File: config.mk
export PLATFORM = sky130hd
export DESIGN_NAME = sgm_fifo
export DESIGN_NICKNAME = d
export VERILOG_FILES = /design/src/hdl/sgm_pkg.sv /design/src/hdl/sgm_fifo.sv
export SDC_FILE = /design/constraint.sdc
export NUM_CORES = 1
export LEC_CHECK = 0
export BUFFER_PORTS_ARGS = -buffer_cell sky130_fd_sc_hd__buf_2
export CAP_MARGIN = 10
export CORE_MARGIN = 5
export CORE_UTILIZATION = 35
export DETAILED_ROUTE_END_ITERATION = 10
export PLACE_DENSITY = 0.59
export SETUP_SLACK_MARGIN = 0.15
export SYNTH_ARGS = -nofsm -noshare
export SYNTH_HDL_FRONTEND = slang
export SYNTH_SLANG_ARGS = --single-unit
File: constraint.sdc
create_clock -name clk -period 3.3 [get_ports clk]
set_clock_uncertainty 0.05 [all_clocks]
set_input_delay 0.33 -clock clk [delete_from_list [all_inputs] [get_ports clk]]
set_output_delay 0.33 -clock clk [all_outputs]
set_load 0.02 [all_outputs]
File: src/hdl/sgm_pkg.sv
// Shared types and constants for the Sobel gradient magnitude block.
// Used by every module under hdl; depends on nothing else.
package sgm_pkg;

  localparam int REG_W      = 11;
  localparam int CFG_IDX_W  = 2;
  localparam int CMP_W      = 14;
  localparam int COORD_W    = 10;
  localparam int PIX_W      = 8;
  localparam int GRAD_W     = 11;
  localparam int SQ_W       = 21;
  localparam int ROOT_STEPS = 11;
  localparam int STEP_W     = 4;
  localparam int QDEPTH     = 2;
  localparam int QPTR_W     = $clog2(QDEPTH);
  localparam int QCNT_W     = $clog2(QDEPTH + 1);

  localparam int DEF_MAX_WIDTH  = 1024;
  localparam int DEF_MAX_HEIGHT = 1024;
  localparam logic [REG_W-1:0] RESET_WIDTH  = 11'd640;
  localparam logic [REG_W-1:0] RESET_HEIGHT = 11'd480;

  localparam logic [CFG_IDX_W-1:0] REG_IMAGE_WIDTH  = 2'd0;
  localparam logic [CFG_IDX_W-1:0] REG_IMAGE_HEIGHT = 2'd1;

  // emission kinds, in output order
  localparam logic [1:0] EMIT_UP_LEFT   = 2'd0;
  localparam logic [1:0] EMIT_UP_RIGHT  = 2'd1;
  localparam logic [1:0] EMIT_LOW_LEFT  = 2'd2;
  localparam logic [1:0] EMIT_LOW_RIGHT = 2'd3;

  // win[slot][line]: slot 0 oldest column; line 0 two rows up, line 2 current
  typedef logic [2:0][2:0][PIX_W-1:0] window_t;

  typedef struct packed {
    window_t                  win;
    logic [COORD_W-1:0]       row;
    logic [COORD_W-1:0]       col;
    logic [3:0]               mask;
    logic                     row_ge2;
    logic                     col_ge2;
  } entry_t;

  typedef enum logic {F_IDLE, F_UPDATE} front_state_t;
  typedef enum logic [2:0] {B_IDLE, B_GRAD, B_SQUARE, B_ROOT, B_OUT} back_state_t;

endpackage

File: src/hdl/sgm_fifo.sv
// Short queue of classified pixel windows between front and back end.
// Depends on sgm_pkg.
module sgm_fifo (
  input  logic             clk,
  input  logic             rst,
  input  logic             push,
  input  sgm_pkg::entry_t  push_entry,
  output logic             full,
  input  logic             pop,
  output logic             empty,
  output sgm_pkg::entry_t  pop_entry,
  output logic [sgm_pkg::QCNT_W-1:0] count
);
  import sgm_pkg::*;

  entry_t            mem [QDEPTH];
  logic [QPTR_W-1:0] wr_ptr, rd_ptr;

  assign full      = count == QCNT_W'(QDEPTH);
  assign empty     = count == '0;
  assign pop_entry = mem[rd_ptr];

  always_ff @(posedge clk) begin
    if (push && !full) mem[wr_ptr] <= push_entry;
  end

  always_ff @(posedge clk) begin
    if (rst) begin
      wr_ptr <= '0;
      rd_ptr <= '0;
      count  <= '0;
    end else begin
      if (push && !full) wr_ptr <= wr_ptr + QPTR_W'(1);
      if (pop && !empty) rd_ptr <= rd_ptr + QPTR_W'(1);
      count <= count + QCNT_W'(push && !full) - QCNT_W'(pop && !empty);
    end
  end

endmodule

**Word level (Yosys, flattened, before mapping)**

Memory sizes are Yosys's and may differ from the RTL's. A register that Yosys moved wholly into a read port is not among the register bits.
Index checks and enable logic that the tools add are counted.
W data, S select, Z words.

- Register bits after elaboration: 4
- RAM bits: 196
- Input port bits: 102
- Output and inout bits: 102
- Word-level logic and storage cells: 18
- Memories kept: 1

Memory list:

| memory | depth | width | rd ports | clocked after memory_dff | wr ports | RTL line | RTL |
|---|---|---|---|---|---|---|---|
| mem | 2 | 98 | 1 | 1 | 1 | sgm_fifo.sv:16 | `entry_t mem [QDEPTH];` |

- Add/sub/neg operators: 4
- Eq/ne operators: 1
- Multiplexer cells: 4
- Reduce and logical (&&, ||, !) cells: 5

Operators with widths:

| operator | count |
|---|---|
| $mux W1 | 4 |
| $add A1 B1 Y1 const B | 2 |
| $add A2 B1 Y2 | 1 |
| $eq A2 B2 Y1 const B | 1 |
| $logic_and A1 B1 Y1 | 2 |
| $logic_not A1 Y1 | 2 |
| $logic_not A2 Y1 | 1 |
| $sub A2 B1 Y2 | 1 |

**Longest topological paths before layout**

Gate-level depths: netlist (run 1).

- Word-level depth: 5
- Mapped depth: 8
- Gate-level depth less buffers: 8

**Worst setup path before layout (run 1)**

No wires, ideal clock.

- Kind: reg-to-reg
- From: reg count[0] (netlist bit)
- To: mem mem[1][0] (netlist bit), enable pin
- Arrival: 2.998 ns
- Setup slack: -0.217 ns
- Cell stages (with the launch flop): 3
- Path buffers: 0
- Period minus slack after synthesis: 3.517 ns
- Path through: dfxtp_1 -> nand2b_2 -> and3_1

- Word-level cells in the longest chain between the ends: 5

Ends and longest elaborated chain:

| item | RTL line | RTL |
|---|---|---|
| start, declared | sgm_fifo.sv:12 | `output logic [sgm_pkg::QCNT_W-1:0] count` |
| start signal, assigned | sgm_fifo.sv:35 | `count <= count + QCNT_W'(push && !full) - QCNT_W'(pop && !empty);` |
| $eq A2 B2 Y1 | sgm_fifo.sv:19 | `assign full = count == QCNT_W'(QDEPTH);` |
| $logic_not A1 Y1 | sgm_fifo.sv:24 | `if (push && !full) mem[wr_ptr] <= push_entry;` |
| $logic_and A1 B1 Y1 | sgm_fifo.sv:24 |  |
| $mux W1 | sgm_fifo.sv:24 |  |
| $mux W1 (implied by the code) | sgm_fifo.sv:24 |  |
| end, declared | sgm_fifo.sv:16 |  |

Every way passes these cells.

==> out/qor.yml, run 1 <==
sta:
  period_share_pct: 74.8
  hold_viol: 0
  worst_pin_slew_ns: 0.687
  finalSetupTns_ns: 0
  finalCriticalPeriod_ns: 2.47
  fmax_ghz: 0.405
  layout_setup_ws_ns: 0.830
  rsz0062_at_grt: "no"
  slew_headroom_pct: 54.2
  slew_viol_final: 0
  setup_viol: 0
final_layout:
  nets: 757
  syn2layout_area_growth_pct: 41.6
  fin_cells: 942
  final_common_cell: "buf_2"
  antenna_cells: 0
  most-common-layout-cells: "203 x buf_2, 196 x edfxtp_1, 99 x dlygate4sd3_1"
  drive_gt1_share_pct: 51.0
  nFillCells: 1724
cts:
  htreeDepth: 1
  clock_latency_ns: 0.48
  path_clk_slew_ns: 0.06
  clock_path_buffers: 3
  post_cts_buffers: 0
  clock-sinks: 201
  cts_tree: "yes"
  ctsResizeCount: 0
  cts_buffers: 22
  cts_root_buf: "clkbuf_16"
setup_path:
  path_buf_inv: 2
  slowest_delay_ns: 0.65
  path_cells: "buf_4 -> mux2_2 -> buf_2"
  arrival_ns: 2.09
  r2r_end: "mem[0][66]"
  cp.required_ns: 2.92
  critPathKind: "flip-flop to output pin"
  reg2reg_slack_ns: 1.25
  crit_slowest_cell: "dfxtp_4"
  start_kind: "flip-flop"
  crit_family: "flip-flops"
  cp.depth: 3
  reg2regPathDepth: 5
  r2r_start: "count[0]"
  cp-end-kind: "output pin"
  path_max_fanout: 33
worst_hold_path:
  hold_path_depth: 4
  hp-start: "push"
  hold_class: "input port to flip-flop"
  whs_endpoint: "wr_ptr"
power_and_ir_drop:
  p_clk_share_pct: 29.5
  swShare_pct: 29.1
  powerDensity_mw_per_mm2: 773
  power_frac_comb_pct: 28.4
  p_seq_share_pct: 42.1
  leakagePower_nw: 3.97
  vdd_ir_drop_max_uv: 531
  p_int_mw: 5.72
  power.switching_mw: 2.35
grt:
  grt_pass1_wl_um: 23200
  grt_pass1_vias: 4560
  grt_usage_pct: 11.9
  grt_remaining_overflow: 0
  antenna_found_initial: 0
  grt_max_degree: 52
floorplan:
  initial_core_util_pct: 35.3
  core_area_mm2: 0.0209
  die_w_um: 155
  placementRows: 53
  io_pins: 204
  die_y_um: 155
  dieArea_mm2: 0.0241
yosys:
  synth_cells: 332
  syn_nets: 436
  synth_area_leader_cell: "edfxtp_1"
  ys_warn_count: 0
  syn_avg_cell_area_um2: 22.2
  synth_area_leaders: "edfxtp_1 80%, mux2_2 12%, mux2_4 4.1%"
  synth_cell_type_count: 22
  synth_top_area_share_pct: 79.8
  seq_area_frac_synth_pct: 81.1
  ys_ff_latch: 201
  netlist_area_mm2: 0.00738
detailed_routing:
  wirelength_um: 14600
  vias: 4124
  routedWlPerCell_um: 15.5
  antenna_left: 0
  dr.pass1.iters: 4
  drcViolationCount: 0
  post_drt_via_cell_ratio: 4.38
  dr.first_iter.drc_count: 183
placed_design:
  hpwl_um: 9490
  place.gp.congestion: 0.713
  port_buffers: 203
  place_ws_ns: 1.24
  placed_cells: 805
status:
  status: "finished, final reports clean"
job:
  maxCapViolations: 0
## cells in the mapped netlist
master	instances
and3_1	1
dfxtp_1	5
ha_1	2
buf_6	4
nor2_1	4
or3_1	1
and2_1	1
mux2_2	78
nand2_1	1
xnor2_1	1
inv_2	1
nand2b_2	1
o21a_1	1
o21ai_0	1
buf_2	7
nor2b_1	1
a21oi_1	1
xor2_1	1
edfxtp_1	196
mux2_4	20
inv_1	3
nor3_1	1
## per-stage QoR
step	hold WS, ns	utilization (%)	cell area, um2	power [mW]
2_1_floorplan	0.349	-	7380	4.99
3_3_place_gp	0.437	41.8	8740	5.66
3_5_place_dp	0.432	41.8	8740	5.70
4_1_cts	0.171	50.0	10400	8.21
5_1_grt	0.196	50.0	10400	8.49
6_report	0.211	50.0	10400	8.08
## state kept, by name, indices dropped and copies added (netlist names), named ones only
register / flops
mem: 196
wr_ptr: 1
rd_ptr: 1
count: 2
## cell families after synthesis
logic type                 count (synthesis)  share of synthesized area, %
DFF                                      201                          81.1
muxes                                     98                          16.0
buffers and inverters                     15                          1.29
and+or+nand+nor                           11                         0.780
AOI/OAI and AO/OA                          3                         0.237
xor gates and xnor gates                   2                         0.237
adders and majority gates                  2                         0.339
## power by group through the flow
stage	clock (mW)	combinational, mW	sequential, mW
after floorplan	0	1.59	3.40
after global placement	0	2.22	3.45
after detailed placement	0	2.23	3.46
after CTS	2.46	2.33	3.41
after global routing	2.58	2.46	3.45
final	2.38	2.29	3.40
## layout make-up
| cell class | count | area [um2] | share of cell area (%) |
|---|---|---|---|
| Inverter | 4 | 18.8 | 0.180 |
| Timing Repair Buffer | 308 | 2080 | 19.9 |
| Clock buffer | 25 | 583 | 5.58 |
| Multi-Input combinational cell | 116 | 1300 | 12.5 |
| Clock inverter | 13 | 130 | 1.25 |
| Tap cell | 275 | 344 | 3.29 |
| Sequential cell | 201 | 5990 | 57.3 |
## worst max-delay path by stage
stage	startpoint	to	slack [ns]
2_1_floorplan	count[0]	mem[0][0]	0.53
3_3_place_gp	count[0]	mem[0][92]	1.29
3_5_place_dp	count[0]	mem[0][71]	1.24
4_1_cts	flip-flop	pop_entry[93]	0.77
5_1_grt	flip-flop	pop_entry[26]	0.70
6_report	flip-flop	pop_entry[93]	0.83
## layer usage
metal  up-vias  GRT usage [%]  part of all wire, %
li1       1949              -                    -
met2       150           21.2                   50
met4         0           3.13                  1.7
met5         -              0                    0
met3        24           3.42                  7.9
met1      2001           14.2                   41
## what timing repair did
item                                    in CTS  in global routing
endpoints found under the setup margin       0                  0
endpoints found under the hold margin      198                  0
hold buffers                                99                  0
## worst reg2reg max path: cells and delay by family (launching register included)
family        cells  cell delay, ns
buf+inv           3            0.67
flops             1            0.39
simple gates      2            0.53
Power figures use the tool's default switching activity.
==> run 2, diff against run 1 <==
--- a/config.mk
+++ b/config.mk
@@ -10,7 +10,7 @@
 export CORE_MARGIN = 5
 export CORE_UTILIZATION = 35
 export DETAILED_ROUTE_END_ITERATION = 10
-export PLACE_DENSITY = 0.59
+export PLACE_DENSITY = 0.57
 export SETUP_SLACK_MARGIN = 0.15
 export SYNTH_ARGS = -nofsm -noshare
 export SYNTH_HDL_FRONTEND = slang
==> constraint.sdc (replaced) <==
create_clock -name clk -period 2.5 [get_ports clk]
set_clock_uncertainty 0.05 [all_clocks]
set_input_delay 0.25 -clock clk [delete_from_list [all_inputs] [get_ports clk]]
set_output_delay 0.25 -clock clk [all_outputs]
set_load 0.02 [all_outputs]
==> out/qor.yml, run 2 (same netlist as run 1, synthesis figures left out) <==
grt:
  grt_pass1_vias: 4734  # +3.8%
  grt_pass1_wl_um: 23700  # +2.3%
  grt_usage_pct: 12.3  # +0.34 points
  grt_remaining_overflow: 0  # unchanged
  grt_max_degree: 99  # +90%
  antenna_found_initial: 0  # unchanged
final_layout:
  fin_cells: 944  # +0.21%
  final_common_cell: "buf_2"
  antenna_cells: 0  # unchanged
  most-common-layout-cells: "203 x buf_2, 196 x edfxtp_1, 99 x dlygate4sd3_1"
  fin_util_pct: 50.1  # +0.13 points
  nets: 756  # -0.13%
  largest_reg_flops: 196  # unchanged
  syn2layout_area_growth_pct: 41.9
  max_flop_register: "mem"
  nFillCells: 1774  # +2.9%
  top_regs: "mem x196, count x2"
  drive_gt1_share_pct: 51.4  # +0.45 points
sta:
  finalCriticalPeriod_ns: 2.11
  slew_viol_final: 0  # unchanged
  hold_viol: 0  # unchanged
  setup_viol: 0  # unchanged
  fmax_ghz: 0.473
  rsz0062_at_grt: "no"
  period_share_pct: 84.6
  slew_headroom_pct: 57.4  # +3.2 points
  worst_pin_slew_ns: 0.639  # -0.0480 ns
cts:
  cts_root_buf: "clkbuf_16"
  clock_latency_ns: 0.49  # about the same
  clock_path_buffers: 3  # unchanged
  htreeDepth: 1  # unchanged
  cts_buffers: 23  # +4.5%
  clock-sinks: 201  # unchanged
  path_clk_slew_ns: 0.06  # about the same
  post_cts_buffers: 0  # unchanged
  cts_tree: "yes"
setup_path:
  reg2regPathDepth: 5  # unchanged
  path_max_fanout: 44  # +33%
  r2r_end: "mem[0][30]"
  slowest_delay_ns: 0.41  # -0.24 ns
  start_kind: "flip-flop"
  path_cells: "buf_6 -> mux2_2 -> buf_2"
  arrival_ns: 1.81  # -0.28 ns
  r2r_start: "count[0]"
  critPathKind: "flip-flop to output pin"
  crit_slowest_cell: "mux2_2"
  reg2reg_slack_ns: 0.57  # -0.68 ns
  cp-end-kind: "output pin"
  cp.required_ns: 2.20  # -0.72 ns
power_and_ir_drop:
  powerDensity_mw_per_mm2: 1020  # +32%
  vdd_ir_drop_max_uv: 734  # +38%
  leakagePower_nw: 3.98  # +0.12%
worst_hold_path:
  whs_endpoint: "wr_ptr"
  hp-start: "push"
  hold_class: "input port to flip-flop"
  hold_path_depth: 4  # unchanged
floorplan:
  initial_core_util_pct: 35.3  # unchanged
  io_pins: 204  # unchanged
  die_y_um: 155  # unchanged
  die_w_um: 155  # unchanged
  core_area_mm2: 0.0209  # unchanged
  dieArea_mm2: 0.0241  # unchanged
  placementRows: 53  # unchanged
placed_design:
  placed_cells: 803  # -0.25%
  hpwl_um: 9230  # -2.8%
  place.gp.congestion: 0.713  # unchanged
  port_buffers: 203  # unchanged
detailed_routing:
  dr.first_iter.drc_count: 177  # -3.3%
  antenna_left: 0  # unchanged
  dr.pass1.iters: 4  # unchanged
  routedWlPerCell_um: 15.9  # +2.7%
  vias: 4182  # +1.4%
  wirelength_um: 15000  # +2.9%
  post_drt_via_cell_ratio: 4.43  # +1.2%
  drcViolationCount: 0  # unchanged
job:
  maxCapViolations: 0  # unchanged
status:
  status: "finished, final reports clean"
==> run 2: metrics by stage <==
stage	setup TNS [ns]	instance area, um2	hold WS (ns)	power (mW)	setup WS [ns]
after floorplan	-9.11	7400	0.262	6.61	-0.0930
after global routing	0	10500	0.114	11.3	0.298
after CTS	0	10500	0.0822	10.9	0.186
after global placement	0	8750	0.388	7.52	0.649
final	0	10500	0.112	10.7	0.386
after detailed placement	0	8750	0.392	7.58	0.611
==> run 2: what timing repair did <==
action	CTS	global route
hold buffers	99	0
hold endpoints to repair	201	0
gates resized for setup	0	1
endpoints found under the setup margin	0	1
==> run 2: area by class of cell <==
class | count | area, um2 | share of cell area, %
Clock buffer | 26 | 587 | 5.60
Clock inverter | 16 | 135 | 1.29
Inverter | 4 | 21.3 | 0.203
Multi-Input combinational cell | 116 | 1310 | 12.5
Sequential cell | 201 | 5990 | 57.2
Tap cell | 275 | 344 | 3.29
Timing Repair Buffer | 306 | 2080 | 19.8
==> run 2: per-layer routing <==
| layer | share of wire [%] | vias up | wire (um) | track usage, % |
|---|---|---|---|---|
| li1 | - | 1958 | - | - |
| met1 | 38 | 2060 | 5780 | 14.0 |
| met2 | 52 | 135 | 7850 | 22.4 |
| met3 | 7.4 | 29 | 1110 | 3.53 |
| met4 | 1.9 | 0 | 285 | 3.46 |
| met5 | 0 | - | 0 | 0 |
==> run 2: how the worst max path moves through the flow <==
| stage | from | end | slack (ns) |
|---|---|---|---|
| 2_1_floorplan | count[0] | mem[0][0] | -0.09 |
| 5_1_grt | flip-flop | pop_entry[56] | 0.30 |
| 3_5_place_dp | count[0] | mem[0][72] | 0.61 |
| 6_report | flip-flop | pop_entry[56] | 0.39 |
| 3_3_place_gp | count[0] | mem[0][65] | 0.65 |
| 4_1_cts | flip-flop | pop_entry[4] | 0.19 |
==> run 2: critical path, delay by kind of cell (launching register included) <==
family | cells | cell delay (ns)
flip-flops | 1 | 0.36
buffers and inverters | 2 | 0.52
multiplexers | 1 | 0.41
==> run 2: power by group <==
part           switching [mW]  total [mW]  internal (mW)  leakage, nW
Clock                    1.26        3.15           1.89        0.355
Sequential              0.125        4.43           4.30         1.87
Combinational            1.82        3.14           1.32         1.75
