--- config.mk ---
export PLATFORM = sky130hd
export DESIGN_NAME = sgm_back
export DESIGN_NICKNAME = d
export VERILOG_FILES = /design/src/hdl/sgm_pkg.sv /design/src/hdl/sgm_back.sv
export SDC_FILE = /design/constraint.sdc
export NUM_CORES = 1
export LEC_CHECK = 0
export BUFFER_PORTS_ARGS = -buffer_cell sky130_fd_sc_hd__buf_2
export CAP_MARGIN = 0
export CORE_MARGIN = 3
export CORE_UTILIZATION = 60
export DETAILED_ROUTE_END_ITERATION = 8
export GPL_TIMING_DRIVEN = 0
export PLACE_DENSITY = 0.8
export SYNTH_ARGS = -nofsm -noshare
export SYNTH_HDL_FRONTEND = slang
export SYNTH_SLANG_ARGS = --single-unit
--- constraint.sdc ---
create_clock -name clk -period 13.4 [get_ports clk]
set_input_delay 2.68 -clock clk [delete_from_list [all_inputs] [get_ports clk]]
set_output_delay 2.68 -clock clk [all_outputs]
set_load 0.02 [all_outputs]
--- src/hdl/sgm_pkg.sv ---
// Shared types and constants for the Sobel gradient magnitude block.
// Used by every module under hdl; depends on nothing else.
package sgm_pkg;

  localparam int REG_W      = 11;
  localparam int CFG_IDX_W  = 2;
  localparam int CMP_W      = 14;
  localparam int COORD_W    = 10;
  localparam int PIX_W      = 8;
  localparam int GRAD_W     = 11;
  localparam int SQ_W       = 21;
  localparam int ROOT_STEPS = 11;
  localparam int STEP_W     = 4;
  localparam int QDEPTH     = 2;
  localparam int QPTR_W     = $clog2(QDEPTH);
  localparam int QCNT_W     = $clog2(QDEPTH + 1);

  localparam int DEF_MAX_WIDTH  = 1024;
  localparam int DEF_MAX_HEIGHT = 1024;
  localparam logic [REG_W-1:0] RESET_WIDTH  = 11'd640;
  localparam logic [REG_W-1:0] RESET_HEIGHT = 11'd480;

  localparam logic [CFG_IDX_W-1:0] REG_IMAGE_WIDTH  = 2'd0;
  localparam logic [CFG_IDX_W-1:0] REG_IMAGE_HEIGHT = 2'd1;

  // emission kinds, in output order
  localparam logic [1:0] EMIT_UP_LEFT   = 2'd0;
  localparam logic [1:0] EMIT_UP_RIGHT  = 2'd1;
  localparam logic [1:0] EMIT_LOW_LEFT  = 2'd2;
  localparam logic [1:0] EMIT_LOW_RIGHT = 2'd3;

  // win[slot][line]: slot 0 oldest column; line 0 two rows up, line 2 current
  typedef logic [2:0][2:0][PIX_W-1:0] window_t;

  typedef struct packed {
    window_t                  win;
    logic [COORD_W-1:0]       row;
    logic [COORD_W-1:0]       col;
    logic [3:0]               mask;
    logic                     row_ge2;
    logic                     col_ge2;
  } entry_t;

  typedef enum logic {F_IDLE, F_UPDATE} front_state_t;
  typedef enum logic [2:0] {B_IDLE, B_GRAD, B_SQUARE, B_ROOT, B_OUT} back_state_t;

endpackage

--- src/hdl/sgm_back.sv ---
// Back end: walks the results of one queued window, computes the Sobel responses
// and an iterative integer square root, and drives the result word. Depends on sgm_pkg.
module sgm_back (
  input  logic                             clk,
  input  logic                             rst,
  input  logic                             empty,
  input  sgm_pkg::entry_t                  pop_entry,
  output logic                             pop,
  output logic                             out_valid,
  input  logic                             out_ready,
  output logic [sgm_pkg::COORD_W-1:0]      out_row,
  output logic [sgm_pkg::COORD_W-1:0]      out_col,
  output logic signed [sgm_pkg::GRAD_W-1:0] grad_x,
  output logic signed [sgm_pkg::GRAD_W-1:0] grad_y,
  output logic [sgm_pkg::GRAD_W-1:0]       grad_mag,
  output logic                             run_last,
  output logic                             frame_last
);
  import sgm_pkg::*;

  back_state_t          state, state_next;
  entry_t               ent;
  logic [3:0]           remain;
  logic [1:0]           kind;
  logic [SQ_W-1:0]      rem, res, bitv;
  logic [STEP_W-1:0]    step;
  logic [PIX_W-1:0]     p [3][3];
  logic signed [GRAD_W:0] gx_full, gy_full;
  logic [SQ_W:0]        trial;
  logic [3:0]           remain_after;
  logic                 done_root;

  function automatic logic [1:0] first_set(input logic [3:0] m);
    logic [1:0] k;
    k = EMIT_LOW_RIGHT;
    if (m[EMIT_LOW_LEFT]) k = EMIT_LOW_LEFT;
    if (m[EMIT_UP_RIGHT]) k = EMIT_UP_RIGHT;
    if (m[EMIT_UP_LEFT])  k = EMIT_UP_LEFT;
    return k;
  endfunction

  always_comb begin
    logic [1:0] cs [3];
    logic [1:0] ls [3];
    logic       left_side, upper;
    left_side = kind == EMIT_UP_LEFT || kind == EMIT_LOW_LEFT;
    upper     = kind == EMIT_UP_LEFT || kind == EMIT_UP_RIGHT;
    if (left_side) begin
      cs[0] = ent.col_ge2 ? 2'd0 : 2'd1;
      cs[1] = 2'd1;
      cs[2] = 2'd2;
    end else begin
      cs[0] = 2'd1;
      cs[1] = 2'd2;
      cs[2] = 2'd2;
    end
    if (upper) begin
      ls[0] = ent.row_ge2 ? 2'd0 : 2'd1;
      ls[1] = 2'd1;
      ls[2] = 2'd2;
    end else begin
      ls[0] = 2'd1;
      ls[1] = 2'd2;
      ls[2] = 2'd2;
    end
    for (int i = 0; i < 3; i++) begin
      for (int j = 0; j < 3; j++) begin
        p[i][j] = ent.win[cs[j]][ls[i]];
      end
    end
  end

  always_comb begin
    gx_full = ($signed({4'b0, p[0][2]}) + $signed({3'b0, p[1][2], 1'b0})
              + $signed({4'b0, p[2][2]}))
            - ($signed({4'b0, p[0][0]}) + $signed({3'b0, p[1][0], 1'b0})
              + $signed({4'b0, p[2][0]}));
    gy_full = ($signed({4'b0, p[2][0]}) + $signed({3'b0, p[2][1], 1'b0})
              + $signed({4'b0, p[2][2]}))
            - ($signed({4'b0, p[0][0]}) + $signed({3'b0, p[0][1], 1'b0})
              + $signed({4'b0, p[0][2]}));
  end

  assign trial        = {1'b0, res} + {1'b0, bitv};
  assign done_root    = step == STEP_W'(ROOT_STEPS - 1);
  assign remain_after = remain & ~(4'b0001 << kind);

  always_comb begin
    state_next = state;
    case (state)
      B_IDLE:   if (!empty) state_next = B_GRAD;
      B_GRAD:   state_next = B_SQUARE;
      B_SQUARE: state_next = B_ROOT;
      B_ROOT:   if (done_root) state_next = B_OUT;
      B_OUT:    if (out_ready) state_next = (remain_after != '0) ? B_GRAD : B_IDLE;
      default:  state_next = B_IDLE;
    endcase
  end

  always_comb begin
    pop       = 1'b0;
    out_valid = 1'b0;
    case (state)
      B_IDLE:  pop = !empty;
      B_OUT:   out_valid = 1'b1;
      default: ;
    endcase
  end

  assign grad_mag = res[GRAD_W-1:0];

  always_ff @(posedge clk) begin
    if (rst) state <= B_IDLE;
    else     state <= state_next;
  end

  always_ff @(posedge clk) begin
    case (state)
      B_IDLE: begin
        ent    <= pop_entry;
        remain <= pop_entry.mask;
        kind   <= first_set(pop_entry.mask);
      end
      B_GRAD: begin
        grad_x     <= gx_full[GRAD_W-1:0];
        grad_y     <= gy_full[GRAD_W-1:0];
        out_row    <= (kind == EMIT_UP_LEFT || kind == EMIT_UP_RIGHT)
                      ? ent.row - COORD_W'(1) : ent.row;
        out_col    <= (kind == EMIT_UP_LEFT || kind == EMIT_LOW_LEFT)
                      ? ent.col - COORD_W'(1) : ent.col;
        run_last   <= remain_after == '0;
        frame_last <= kind == EMIT_LOW_RIGHT;
      end
      B_SQUARE: begin
        rem  <= SQ_W'(SQ_W'(grad_x) * SQ_W'(grad_x) + SQ_W'(grad_y) * SQ_W'(grad_y));
        res  <= '0;
        bitv <= SQ_W'(1) << (SQ_W - 1);
        step <= '0;
      end
      B_ROOT: begin
        if ({1'b0, rem} >= trial) begin
          rem <= rem - trial[SQ_W-1:0];
          res <= (res >> 1) + bitv;
        end else begin
          res <= res >> 1;
        end
        bitv <= bitv >> 2;
        step <= step + STEP_W'(1);
      end
      B_OUT: begin
        if (out_ready) begin
          remain <= remain_after;
          kind   <= first_set(remain_after);
        end
      end
      default: ;
    endcase
  end

endmodule

### Yosys cells after proc, flatten, opt, wreduce, memory -nomap -nowiden

Index checks and enable logic that the tools add are counted.

| storage, ports and cells | value |
|---|---|
| bits of input ports | 102 |
| logic and storage cells | 130 |
| register bits after elaboration | 214 |
| output and inout port bits | 57 |

| operators by class | value |
|---|---|
| equality and inequality tests | 12 |
| multiplexer cells | 51 |
| $add $sub $neg | 17 |
| reduce and logical (&&, ||, !) cells | 12 |
| bitwise operators | 2 |
| $mul | 2 |
| order comparisons | 7 |
| shift-type cells | 1 |

Operators with widths:

| cell | number |
|---|---|
| $bmux 24 s2 | 3 |
| $bmux 8 s2 | 8 |
| $pmux 21 s2 | 3 |
| $mux 24 | 3 |
| $mux 8 | 8 |
| $add 10x8->11 | 4 |
| $mul 11x11->21 | 2 |
| $mux 21 | 2 |
| $add 8x9->10 | 4 |
| $add 21x21->22 | 1 |
| $ge 21x22->1 | 1 |
| $sub 11x11->11 | 2 |
| $add 20x21->21 | 1 |
| $add 21x21->21 | 1 |
| $sub 21x21->21 | 1 |
| $mux 10 | 2 |
| $sub 10x1->10 const B | 2 |
| $lt 2x3->1 const B | 6 |
| $pmux 4 s2 | 2 |
| $pmux 3 s5 | 1 |
| $mux 2 | 5 |
| $mux 5 | 2 |
| $mux 3 | 3 |
| $ne 2x2->1 const B | 4 |
| 22 further kinds | 33 |

### Depth between registers and ports, before layout

Gate-level depths: netlist (run 1).

| depth | value |
|---|---|
| depth in word-level cells | 10 |
| depth in mapped cells | 25 |

### Least setup slack after synthesis (run 1)

No wires, ideal clock.

| path | value |
|---|---|
| path kind | register to register |
| from | register state[0] |
| to | register ent[0] in the netlist's numbering, enable pin |
| library setup time | 0.662 ns |
| clock period less this slack | 7.653 ns |
| required time | 12.738 ns |
| buffers on the path | 2 |
| path slack | 5.747 ns |
| arrival | 6.991 ns |
| cell stages (with the launch flop) | 4 |
| cells stage by stage | dfxtp_1 clkbuf_1 clkbuf_1 nor3_1 |

| on the way | value |
|---|---|
| word-level cells in the longest chain between the ends | 1 |

RTL lines:

| what | RTL line | RTL |
|---|---|---|
| from (decl) | sgm_back.sv:21 | `back_state_t state, state_next;` |
| from (signal assigned) | sgm_back.sv:114 | `else state <= state_next;` |
| $logic_not 3->1 | sgm_back.sv:118 | `case (state)` |
| to (signal assigned) | sgm_back.sv:120 | `ent <= pop_entry;` |
| to (decl) | sgm_back.sv:22 | `entry_t ent;` |

Every way passes these cells.
A chain may end at the register's enable or synchronous reset.

### Worst setup path after layout (run 1)

| path | value |
|---|---|
| from | register grad_x[2] in the netlist's numbering |
| to | register rem[19], data pin |

| on the way | value |
|---|---|
| word-level cells in the longest chain between the ends | 3 |

RTL lines:

| what | RTL line | RTL |
|---|---|---|
| from (decl) | sgm_back.sv:13 | `output logic signed [sgm_pkg::GRAD_W-1:0] grad_x,` |
| from (signal assigned) | sgm_back.sv:125 | `grad_x <= gx_full[GRAD_W-1:0];` |
| $mul 11x11->21 | sgm_back.sv:135 | `rem <= SQ_W'(SQ_W'(grad_x) * SQ_W'(grad_x) + SQ_W'(grad_y) * SQ_W'(grad_y));` |
| $add 21x21->21 | sgm_back.sv:135 |  |
| $pmux 21 s2 | sgm_back.sv:118 |  |
| to (signal assigned) | sgm_back.sv:135 |  |
| to (signal assigned) | sgm_back.sv:142 | `rem <= rem - trial[SQ_W-1:0];` |
| to (decl) | sgm_back.sv:25 | `logic [SQ_W-1:0] rem, res, bitv;` |

Every way passes these cells.

==> flow_summary.json, run 1 <==
{
  "slew-limit-headroom": 0.375,
  "drt-pass1-iter-count": 6,
  "synth_cells": 1929,
  "cts_buffer_depth": 3,
  "areaGrowthSynthToFinish_pct": 10.7,
  "critPathCaptureType": "flop",
  "critical_path.max_fanout": 10,
  "clkLatencyLatePin_ns": 0.53,
  "fin_tns_setup_ns": 0,
  "slowest_delay_ns": 0.57,
  "cts_sinks": 204,
  "drv_cap": 0,
  "cts_tree": "built",
  "min_path_type": "flop to flop",
  "wire_per_inst_um": 17.2,
  "use_met2": 0.444,
  "use_met1": 0.319,
  "ant_nets": 0,
  "yosysSeqAreaShare": 0.294,
  "start_util": 0.614,
  "synthAdderAreaFrac": 0.370,
  "ioPinCount": 159,
  "gp_congestion": 0.941,
  "cts_buffers": 23,
  "grt_pass1_vias": 15496,
  "drtIter0Drc": 899,
  "synthXorXnorAreaFrac": 0.0520,
  "cpMaxStageDelayCell": "fa_1",
  "layout-drive-gt1-share": 0.124,
  "synth.yosys.warnings": 0,
  "core-area_um2": 33800,
  "antennaDiodeCount": 0,
  "run_status": "completed",
  "cts_root_buf": "clkbuf_16",
  "nets": 2667,
  "fin_worst_skew_ns": 0.0247,
  "fp-row-count": 67,
  "critPathKind": "flop to flop",
  "ys_ff_latch": 204,
  "ys_types": 57,
  "worstRegToRegCells": 24,
  "netlist_area_um2": 20700,
  "drv_slew": 0,
  "vias": 14223,
  "antenna_found_initial": 0,
  "dieArea_um2": 36800,
  "hold_viol_final": 0,
  "fin_crit_ns": 7.42,
  "cts.repair.resized": 0,
  "required_ns": 13.64,
  "start_kind": "flop",
  "syn_area_per_cell_um2": 10.7,
  "clk_pin_slew_worst_paths_ns": 0.07,
  "hold_buffers": 0,
  "drcViolationCount": 0,
  "dp_cells": 2547,
  "fin_crit_sh": 0.554,
  "synthMuxAreaShare": 0.0371,
  "synth_flop_cell": "edfxtp_1",
  "mostFrequentLayoutCell": "inv_1",
  "fmax_mhz": 135,
  "synth_top_family_by_area": "adder cells",
  "overflow": 0,
  "ff2ff_setup_slack_ns": 5.98,
  "cts_setup_buffers": 0,
  "timing.rr.start": "grad_x[2]$_DFFE_PP_",
  "gr-usage-met3": 0.0416,
  "die_y_um": 192,
  "crit_end": "rem[19]$_DFFE_PP_",
  "io_buffers": 158,
  "synth_compound_area_frac": 0.0703,
  "startpoint": "grad_x[2]$_DFFE_PP_",
  "finalSetupViolCount": 0,
  "htreeDepth": 1,
  "arrival_ns": 7.66,
  "async_flop_share": 0,
  "synth_edf_count": 201,
  "grtUsageTotal": 0.255,
  "critPathMostFrequentCell": "fa_1",
  "post-dp-hpwl_um": 36600,
  "r2r-end": "rem[19]$_DFFE_PP_",
  "final_cell_mix": "406 x inv_1, 286 x fa_1, 201 x edfxtp_1",
  "viasPerCell": 5.50,
  "grt_pass1_wl_um": 74600,
  "rsz0062_at_grt": "no",
  "top_usage_layer": "met2",
  "fp.dieW_um": 192,
  "synth_nets": 2472,
  "tightest_slew_ns": 0.933,
  "routed_wl_um": 44400,
  "crit_chain": "clkbuf_1 > and2_1 > inv_1 > fa_1 > inv_1 > fa_1 > inv_1 > fa_1 > fa_1 > inv_1 > fa_1 > fa_1 > inv_1 > fa_1 > inv_1 > ha_1 > or3_1 > or2_2 > o311a_1 > a21oi_1 > o21bai_1 > o31ai_1 > xor2_1 > mux2i_1",
  "grt_max_degree": 41,
  "layoutNonFillerInstCount": 2588,
  "synth_simple_gate_area_share": 0.0899
}
## kinds of logic (layout without fill, tap and decap cells)
group,after synthesis,count (layout)
flops,204,204
xor+xnor,123,123
buf+inv,465,676
compound gates,236,236
mux,73,73
fa+ha+maj,441,441
simple gates,387,387
## area by class of cell
type,instances,area [um2]
Timing Repair Buffer,170,946
Clock inverter,17,126
Buffer,59,279
Tap cell,448,561
Fill cell,2479,10800
Inverter,406,1520
Clock buffer,24,579
Sequential cell,204,6100
Multi-Input combinational cell,1260,12800
## through the flow
stage	instance area (um2)	util	worst slack, ns	hold WS, ns
final	23000	0.679	5.98	0.575
after detailed placement	22300	0.659	6.07	0.567
after global routing	23000	0.679	5.58	0.607
after floorplan	20700	-	5.75	0.492
after global placement	22100	0.654	3.83	0.518
after CTS	23000	0.679	5.97	0.580
## Yosys cell counts (16+ instances only)
cell type / count / area, um2
xor2_1: 49 / 429
fa_1: 286 / 5730
o21ai_0: 76 / 380
a21o_1: 16 / 120
xnor2_1: 74 / 648
nor2_1: 81 / 304
nand2_1: 139 / 522
ha_1: 155 / 1940
clkbuf_1: 40 / 150
a21oi_1: 66 / 330
edfxtp_1: 201 / 6040
mux2_2: 30 / 338
mux2i_1: 43 / 430
nor2b_1: 36 / 225
and2_1: 40 / 250
a31oi_1: 17 / 106
inv_1: 406 / 1520
## worst max-delay path, delay by kind of cell (launching register included)
| family | cells | cell delay [ns] |
|---|---|---|
| and+or+nand+nor | 3 | 0.94 |
| muxes | 1 | 0.09 |
| xor gates and xnor gates | 1 | 0.19 |
| adders and majority gates | 8 | 3.83 |
| AOI/OAI and AO/OA | 4 | 0.76 |
| DFF | 1 | 0.50 |
| buffers and inverters | 7 | 0.83 |
## state kept, by name, indices dropped and copies added, names as in the netlist, 3 cells and up
name	count
out_col	10
ent	94
rem	21
step	4
grad_y	11
bitv	11
out_row	10
grad_x	11
remain	4
res	21
state	3
## worst min-delay path by stage
| stage | start | endpoint | slack [ns] | depth (start not counted) |
|---|---|---|---|---|
| floorplan | state[1]$_SDFFE_PP0P_ | state[1]$_SDFFE_PP0P_ | 0.49 | 1 |
| global placement | state[1]$_SDFFE_PP0P_ | state[1]$_SDFFE_PP0P_ | 0.52 | 1 |
| detailed placement | state[1]$_SDFFE_PP0P_ | state[1]$_SDFFE_PP0P_ | 0.57 | 1 |
| CTS | state[1]$_SDFFE_PP0P_ | state[1]$_SDFFE_PP0P_ | 0.58 | 1 |
| global route | state[1]$_SDFFE_PP0P_ | state[1]$_SDFFE_PP0P_ | 0.61 | 1 |
| finish | state[1]$_SDFFE_PP0P_ | state[1]$_SDFFE_PP0P_ | 0.58 | 1 |
## per-layer routing
layer,vias up,part of all wire
met5,-,0
met4,0,0.047
met3,153,0.065
met2,483,0.51
met1,6994,0.38
li1,6593,-
Power of run 1 is not shown: default switching activity piles up to over one toggle a cycle in this logic, so the estimate is an artifact.
==> run 2: changes to the inputs <==
--- a/config.mk
+++ b/config.mk
@@ -5,13 +5,14 @@
 export SDC_FILE = /design/constraint.sdc
 export NUM_CORES = 1
 export LEC_CHECK = 0
+export ABC_AREA = 1
 export BUFFER_PORTS_ARGS = -buffer_cell sky130_fd_sc_hd__buf_2
 export CAP_MARGIN = 0
 export CORE_MARGIN = 3
-export CORE_UTILIZATION = 60
+export CORE_UTILIZATION = 57
 export DETAILED_ROUTE_END_ITERATION = 8
 export GPL_TIMING_DRIVEN = 0
-export PLACE_DENSITY = 0.8
+export PLACE_DENSITY = 0.79
 export SYNTH_ARGS = -nofsm -noshare
 export SYNTH_HDL_FRONTEND = slang
 export SYNTH_SLANG_ARGS = --single-unit
==> constraint.sdc (replaced) <==
create_clock -name clk -period 6.1 [get_ports clk]
set_input_delay 1.22 -clock clk [delete_from_list [all_inputs] [get_ports clk]]
set_output_delay 1.22 -clock clk [all_outputs]
set_load 0.02 [all_outputs]
==> flow_summary.json, run 2 <==
{
  "run_status": "finished with violations",
  "failed_checks": "negative setup slack",
  "netlist_area_um2": 21700,
  "drcViolationCount": 0,
  "dieArea_um2": 40500,
  "post-dp-hpwl_um": 42900,
  "cp_num_cells": 24,
  "ys_types": 51,
  "fin_crit_ns": 6.43,
  "antennaDiodeCount": 0,
  "use_met1": 0.361,
  "finalSetupViolCount": 7,
  "tightest_slew_ns": 0.971,
  "ant_nets": 0,
  "ys_ff_latch": 204,
  "crit_buf_inv": 7,
  "fin_worst_skew_ns": 0.0131,
  "wire_per_inst_um": 17.8,
  "min-delay-start": "state[1]$_SDFFE_PP0P_",
  "post-route-util": 0.683,
  "cpMaxStageDelayCell": "fa_1",
  "antenna_found_initial": 0,
  "synth_cells": 2406,
  "start_util": 0.585,
  "synthAdderAreaFrac": 0.353,
  "slowest_delay_ns": 0.56,
  "fin_tns_setup_ns": -1.36,
  "synth_flop_cell": "edfxtp_1",
  "use_met2": 0.450,
  "htreeDepth": 1,
  "critPathKind": "flop to flop",
  "drt-pass1-iter-count": 6,
  "fin_crit_sh": 1.05,
  "cts_tree": "built",
  "yosysSeqAreaShare": 0.280,
  "yosys.cell_count.top_type": "inv_1",
  "critPathCaptureType": "flop",
  "mostFrequentLayoutCell": "inv_1",
  "largestRegisters": "ent: 94 flops, rem: 21 flops, res: 21 flops",
  "top_usage_layer": "met2",
  "cts_root_buf": "clkbuf_16",
  "grt_pass1_wl_um": 88300,
  "synth.yosys.warnings": 0,
  "hold_buffers": 0,
  "io_buffers": 158,
  "overflow": 0,
  "synth_area_leaders": "edfxtp_1 28%, fa_1 26%, inv_1 10%",
  "place_area_um2": 23300,
  "async_flop_share": 0,
  "gp_congestion": 0.959,
  "gr-usage-met3": 0.0364,
  "whs_endpoint": "state[1]$_SDFFE_PP0P_",
  "synth_top_family_by_area": "adder cells",
  "arrival_ns": 6.71,
  "dpl_worst_slack_ns": -0.830,
  "crit_chain": "buf_6 > buf_6 > clkinvlp_4 > buf_4 > nor2_1 > fa_1 > fa_1 > fa_1 > fa_2 > fa_1 > fa_1 > inv_1 > fa_1 > inv_2 > ha_4 > a21o_1 > a31oi_4 > nand3_2 > nand2_2 > inv_2 > o21ai_2 > nand3_1 > nand3_1 > nand2_1",
  "syn_area_per_cell_um2": 9.03,
  "start_kind": "flop",
  "yosysTopAreaCell": "edfxtp_1",
  "core-area_um2": 37100,
  "largest_register": "ent",
  "viasPerCell": 5.41,
  "grt_pass1_vias": 17545,
  "fp.dieW_um": 201,
  "ff2ff_setup_slack_ns": -0.33,
  "grtUsageTotal": 0.269,
  "routed_wl_um": 56700,
  "min_path_type": "flop to flop",
  "timing.rr.start": "grad_y[10]$_DFFE_PP_",
  "critical_path.max_fanout": 6,
  "r2r-end": "rem[17]$_DFFE_PP_",
  "fmax_mhz": 155,
  "drv_cap": 0,
  "vias": 17295,
  "cts_sinks": 204,
  "finalWorstSetupSlack_ns": -0.335,
  "drtIter0Drc": 1452,
  "crit_family": "adder cells",
  "final_cell_area_um2": 25400,
  "synth_nets": 2949,
  "final_cell_mix": "536 x inv_1, 454 x nand2_1, 279 x fa_1",
  "hold_depth": 2,
  "yosys.area.top_type_share": 0.278,
  "worstRegToRegCells": 24,
  "slew-limit-headroom": 0.351,
  "clkLatencyLatePin_ns": 0.53,
  "grt_max_degree": 45,
  "largest_reg_flops": 94,
  "cts_buffers": 22,
  "layout-drive-gt1-share": 0.179,
  "fp-row-count": 70,
  "hold_viol_final": 0,
  "critPathMostFrequentCell": "fa_1",
  "synthXorXnorAreaFrac": 0.0415,
  "drv_slew": 0,
  "synthMuxAreaShare": 0.00138,
  "synth_simple_gate_area_share": 0.140,
  "nets": 3218,
  "die_y_um": 201,
  "required_ns": 6.37,
  "areaGrowthSynthToFinish_pct": 16.7,
  "cts_buffer_depth": 3,
  "rsz0062_at_grt": "yes",
  "synth_common_cells": "578 x inv_1, 481 x nand2_1, 286 x fa_1",
  "ioPinCount": 159,
  "clk_pin_slew_worst_paths_ns": 0.06,
  "synth_edf_count": 201,
  "synth_compound_area_frac": 0.0693
}
## run 2: cell count changes after synthesis, moves of 37 or more
cell / change
inv_1: +172
and2_1: -40
nand2_1: +342
mux2i_1: -40
a21oi_1: +37
nand3_1: +57
## run 2: logic make-up after synthesis
family	after synthesis
fa+ha+maj	441
simple gates	734
flops	204
mux	3
buf+inv	647
xor+xnor	103
compound gates	274
## run 2: per-layer routing
metal	share of wire	up-vias	wire [um]
li1	-	7982	-
met1	0.40	8385	22700
met2	0.48	766	27400
met3	0.068	162	3870
met4	0.050	0	2850
met5	0	-	0
## run 2: how the worst max path moves through the flow
stage | endpoint | slack, ns | start
final | rem[17]$_DFFE_PP_ | -0.33 | grad_y[10]$_DFFE_PP_
after detailed placement | rem[19]$_DFFE_PP_ | -0.83 | grad_y[2]$_DFFE_PP_
after CTS | rem[20]$_DFFE_PP_ | 0.001 | grad_y[7]$_DFFE_PP_
after global routing | rem[14]$_DFFE_PP_ | -0.44 | grad_y[10]$_DFFE_PP_
after floorplan | rem[17]$_DFFE_PP_ | 0.005 | grad_x[7]$_DFFE_PP_
after global placement | state[0]$_SDFFE_PP0P_ | -0.88 | state[0]$_SDFFE_PP0P_
## run 2: layout make-up
cell class              instances  area (um2)
plain buffers                  58         440
fillers                      2711       11800
repair buffers                248        1590
flip-flops and latches        204        6100
well taps                     504         631
clock buffers                  28         603
multi-input cells            1555       13700
inverters                     586        2230
clock inverters                12         128
## run 2: worst min-delay path: cells and delay by family, from the launching register on
| kind | cells | cell delay, ns |
|---|---|---|
| AO/OA/AOI/OAI | 1 | 0.09 |
| flip-flops | 1 | 0.33 |
| AND/OR/NAND/NOR | 1 | 0.10 |
## run 2: what timing repair did
| item | CTS | global route |
|---|---|---|
| endpoints found under the setup margin | 12 | 12 |
| setup buffers | 47 | 39 |
| gates resized for setup | 87 | 143 |
| pin swaps | 17 | 59 |
| gates cloned | 0 | 0 |
## run 2: per-stage QoR
step	cells	hold WS, ns
6_report	3195	0.564
2_1_floorplan	2406	0.488
3_5_place_dp	3072	0.541
3_3_place_gp	3068	0.518
5_1_grt	3195	0.581
4_1_cts	3156	0.555
Power of run 2 is left out for the same reason.
==> run 3: changes to the inputs <==
--- a/config.mk
+++ b/config.mk
@@ -6,11 +6,11 @@
 export NUM_CORES = 1
 export LEC_CHECK = 0
 export ABC_AREA = 1
-export BUFFER_PORTS_ARGS = -buffer_cell sky130_fd_sc_hd__buf_2
 export CAP_MARGIN = 0
 export CORE_MARGIN = 3
-export CORE_UTILIZATION = 57
+export CORE_UTILIZATION = 60
 export DETAILED_ROUTE_END_ITERATION = 8
+export DONT_BUFFER_PORTS = 1
 export GPL_TIMING_DRIVEN = 0
 export PLACE_DENSITY = 0.79
 export SYNTH_ARGS = -nofsm -noshare
==> flow_summary.json, run 3 (same netlist as run 2, synthesis figures left out) <==
{
  "slew-limit-headroom": 0.298,
  "slowest_delay_ns": 0.83,
  "min_path_type": "flop to flop",
  "grt_pass1_wl_um": 86900,
  "cts_tree": "built",
  "fin_worst_skew_ns": 0.0261,
  "largest_reg_flops": 94,
  "crit_family": "adder cells",
  "start_util": 0.610,
  "mostFrequentLayoutCell": "inv_1",
  "die_y_um": 196,
  "fin_crit_sh": 1.06,
  "drcViolationCount": 0,
  "areaGrowthSynthToFinish_pct": 11.8,
  "required_ns": 6.36,
  "post-dp-hpwl_um": 41800,
  "crit_buf_inv": 7,
  "fp.dieW_um": 196,
  "whs_endpoint": "state[1]$_SDFFE_PP0P_",
  "vias": 16433,
  "dieArea_um2": 38500,
  "critical_path.max_fanout": 7,
  "run_status": "finished with violations",
  "cts_buffer_depth": 3,
  "cpMaxStageDelayCell": "edfxtp_1",
  "fin_crit_ns": 6.48,
  "hold_buffers": 0,
  "largestRegisters": "ent: 94 flops, rem: 21 flops, res: 21 flops",
  "grt_pass1_vias": 17387,
  "ioPinCount": 159,
  "layout-drive-gt1-share": 0.118,
  "drt-pass1-iter-count": 6,
  "critPathCaptureType": "flop",
  "final_cell_mix": "539 x inv_1, 458 x nand2_1, 277 x fa_1",
  "grt_max_degree": 45,
  "htreeDepth": 1,
  "cts_root_buf": "clkbuf_16",
  "largest_register": "ent",
  "critPathKind": "flop to flop",
  "wire_per_inst_um": 18.0,
  "ant_nets": 0,
  "io_buffers": 0,
  "tightest_slew_ns": 1.05,
  "hold_depth": 2,
  "arrival_ns": 6.74,
  "failed_checks": "negative setup slack",
  "fp-row-count": 69,
  "drv_slew": 0,
  "overflow": 0,
  "final_cell_area_um2": 24300,
  "rsz0062_at_grt": "yes",
  "fillers": 2655,
  "timing.rr.start": "grad_y[10]$_DFFE_PP_",
  "gp_congestion": 0.949,
  "clk_pin_slew_worst_paths_ns": 0.06,
  "place_area_um2": 22400,
  "clkLatencyLatePin_ns": 0.53,
  "fmax_mhz": 154,
  "drv_cap": 0,
  "finalWorstSetupSlack_ns": -0.379,
  "finalSetupViolCount": 10,
  "grtUsageTotal": 0.280,
  "hold_viol_final": 0,
  "critPathMostFrequentCell": "fa_1",
  "viasPerCell": 5.54,
  "crit_chain": "buf_8 > nand2_4 > inv_6 > buf_4 > fa_1 > fa_1 > fa_1 > fa_1 > fa_1 > fa_1 > inv_1 > fa_1 > inv_2 > ha_4 > a21o_1 > a31oi_4 > buf_4 > inv_1 > a21oi_2 > nand2_2 > o21ai_2 > nand2_1",
  "core-area_um2": 35700,
  "start_kind": "flop",
  "antenna_found_initial": 2,
  "nets": 3032,
  "drtIter0Drc": 1368,
  "min-delay-start": "state[1]$_SDFFE_PP0P_",
  "worstRegToRegCells": 22,
  "routed_wl_um": 53400,
  "cts_buffers": 22,
  "cts_sinks": 204,
  "ff2ff_setup_slack_ns": -0.38,
  "r2r-end": "rem[19]$_DFFE_PP_"
}
-- run 3: cell types whose count changed in the layout (fill, tap and decap cells not counted), moves of 3 or more --
cell	change
buf_8	-3
o21ai_2	+4
inv_1	+3
a21oi_1	-5
clkbuf_2	+4
buf_6	-9
nand2_4	+3
buf_2	-158
buf_4	-27
clkbuf_8	+5
a21oi_2	+3
nand2_2	-7
nand2_1	+4
-- run 3: what timing repair did --
action,in CTS,in global routing
pin swaps,63,67
endpoints found under the setup margin,13,13
buffers inserted,47,10
resized for setup,154,67
gates cloned,0,1
-- run 3: metrics by stage --
step                setup TNS (ns)  setup slack (ns)  hold WS, ns  utilization  std cells
floorplan                        0           0.00462        0.488            -       2406
global placement            -29.10            -0.818        0.510        0.626       2867
detailed placement           -7.96            -0.872        0.532        0.627       2869
CTS                          -2.08            -0.280        0.550        0.674       2954
global route                 -5.06            -0.585        0.603        0.681       2964
finish                       -2.72            -0.379        0.553        0.681       2965
-- run 3: area by class of cell --
class / instances / area, um2 / area share
buffer: 61 / 463 / 0.0191
tap: 461 / 577 / 0.0237
sequential: 204 / 6100 / 0.251
timing repair buffer: 59 / 544 / 0.0224
clock inverter: 11 / 134 / 0.00551
antenna: 1 / 2.50 / 0.000103
multi-input combinational: 1555 / 13700 / 0.563
inverter: 586 / 2220 / 0.0914
clock buffer: 27 / 579 / 0.0238
-- run 3: worst register-to-register path, delay by kind of cell (launching register included) --
| kind | cells | cell delay (ns) |
|---|---|---|
| AO/OA/AOI/OAI | 4 | 0.67 |
| adder cells (fa/ha/maj) | 8 | 3.73 |
| buffers and inverters | 7 | 0.74 |
| flip-flops | 1 | 0.83 |
| AND/OR/NAND/NOR | 3 | 0.23 |
-- run 3: worst max path at each step --
stage / from / to / slack (ns) / cells past startpoint
2_1_floorplan: grad_x[7]$_DFFE_PP_ / rem[17]$_DFFE_PP_ / 0.005 / 25
3_3_place_gp: grad_x[2]$_DFFE_PP_ / rem[18]$_DFFE_PP_ / -0.82 / 20
3_5_place_dp: grad_x[2]$_DFFE_PP_ / rem[17]$_DFFE_PP_ / -0.87 / 25
4_1_cts: grad_x[10]$_DFFE_PP_ / rem[19]$_DFFE_PP_ / -0.28 / 24
5_1_grt: grad_y[10]$_DFFE_PP_ / rem[19]$_DFFE_PP_ / -0.59 / 22
6_report: grad_y[10]$_DFFE_PP_ / rem[19]$_DFFE_PP_ / -0.38 / 22
-- run 3: routing by layer --
layer | GRT usage | up-vias | part of all wire
li1 | - | 7626 | -
met1 | 0.368 | 8033 | 0.40
met2 | 0.484 | 648 | 0.49
met3 | 0.0467 | 124 | 0.076
met4 | 0.0803 | 2 | 0.033
met5 | 0 | - | 0.00024
Power of run 3 is left out for the same reason.
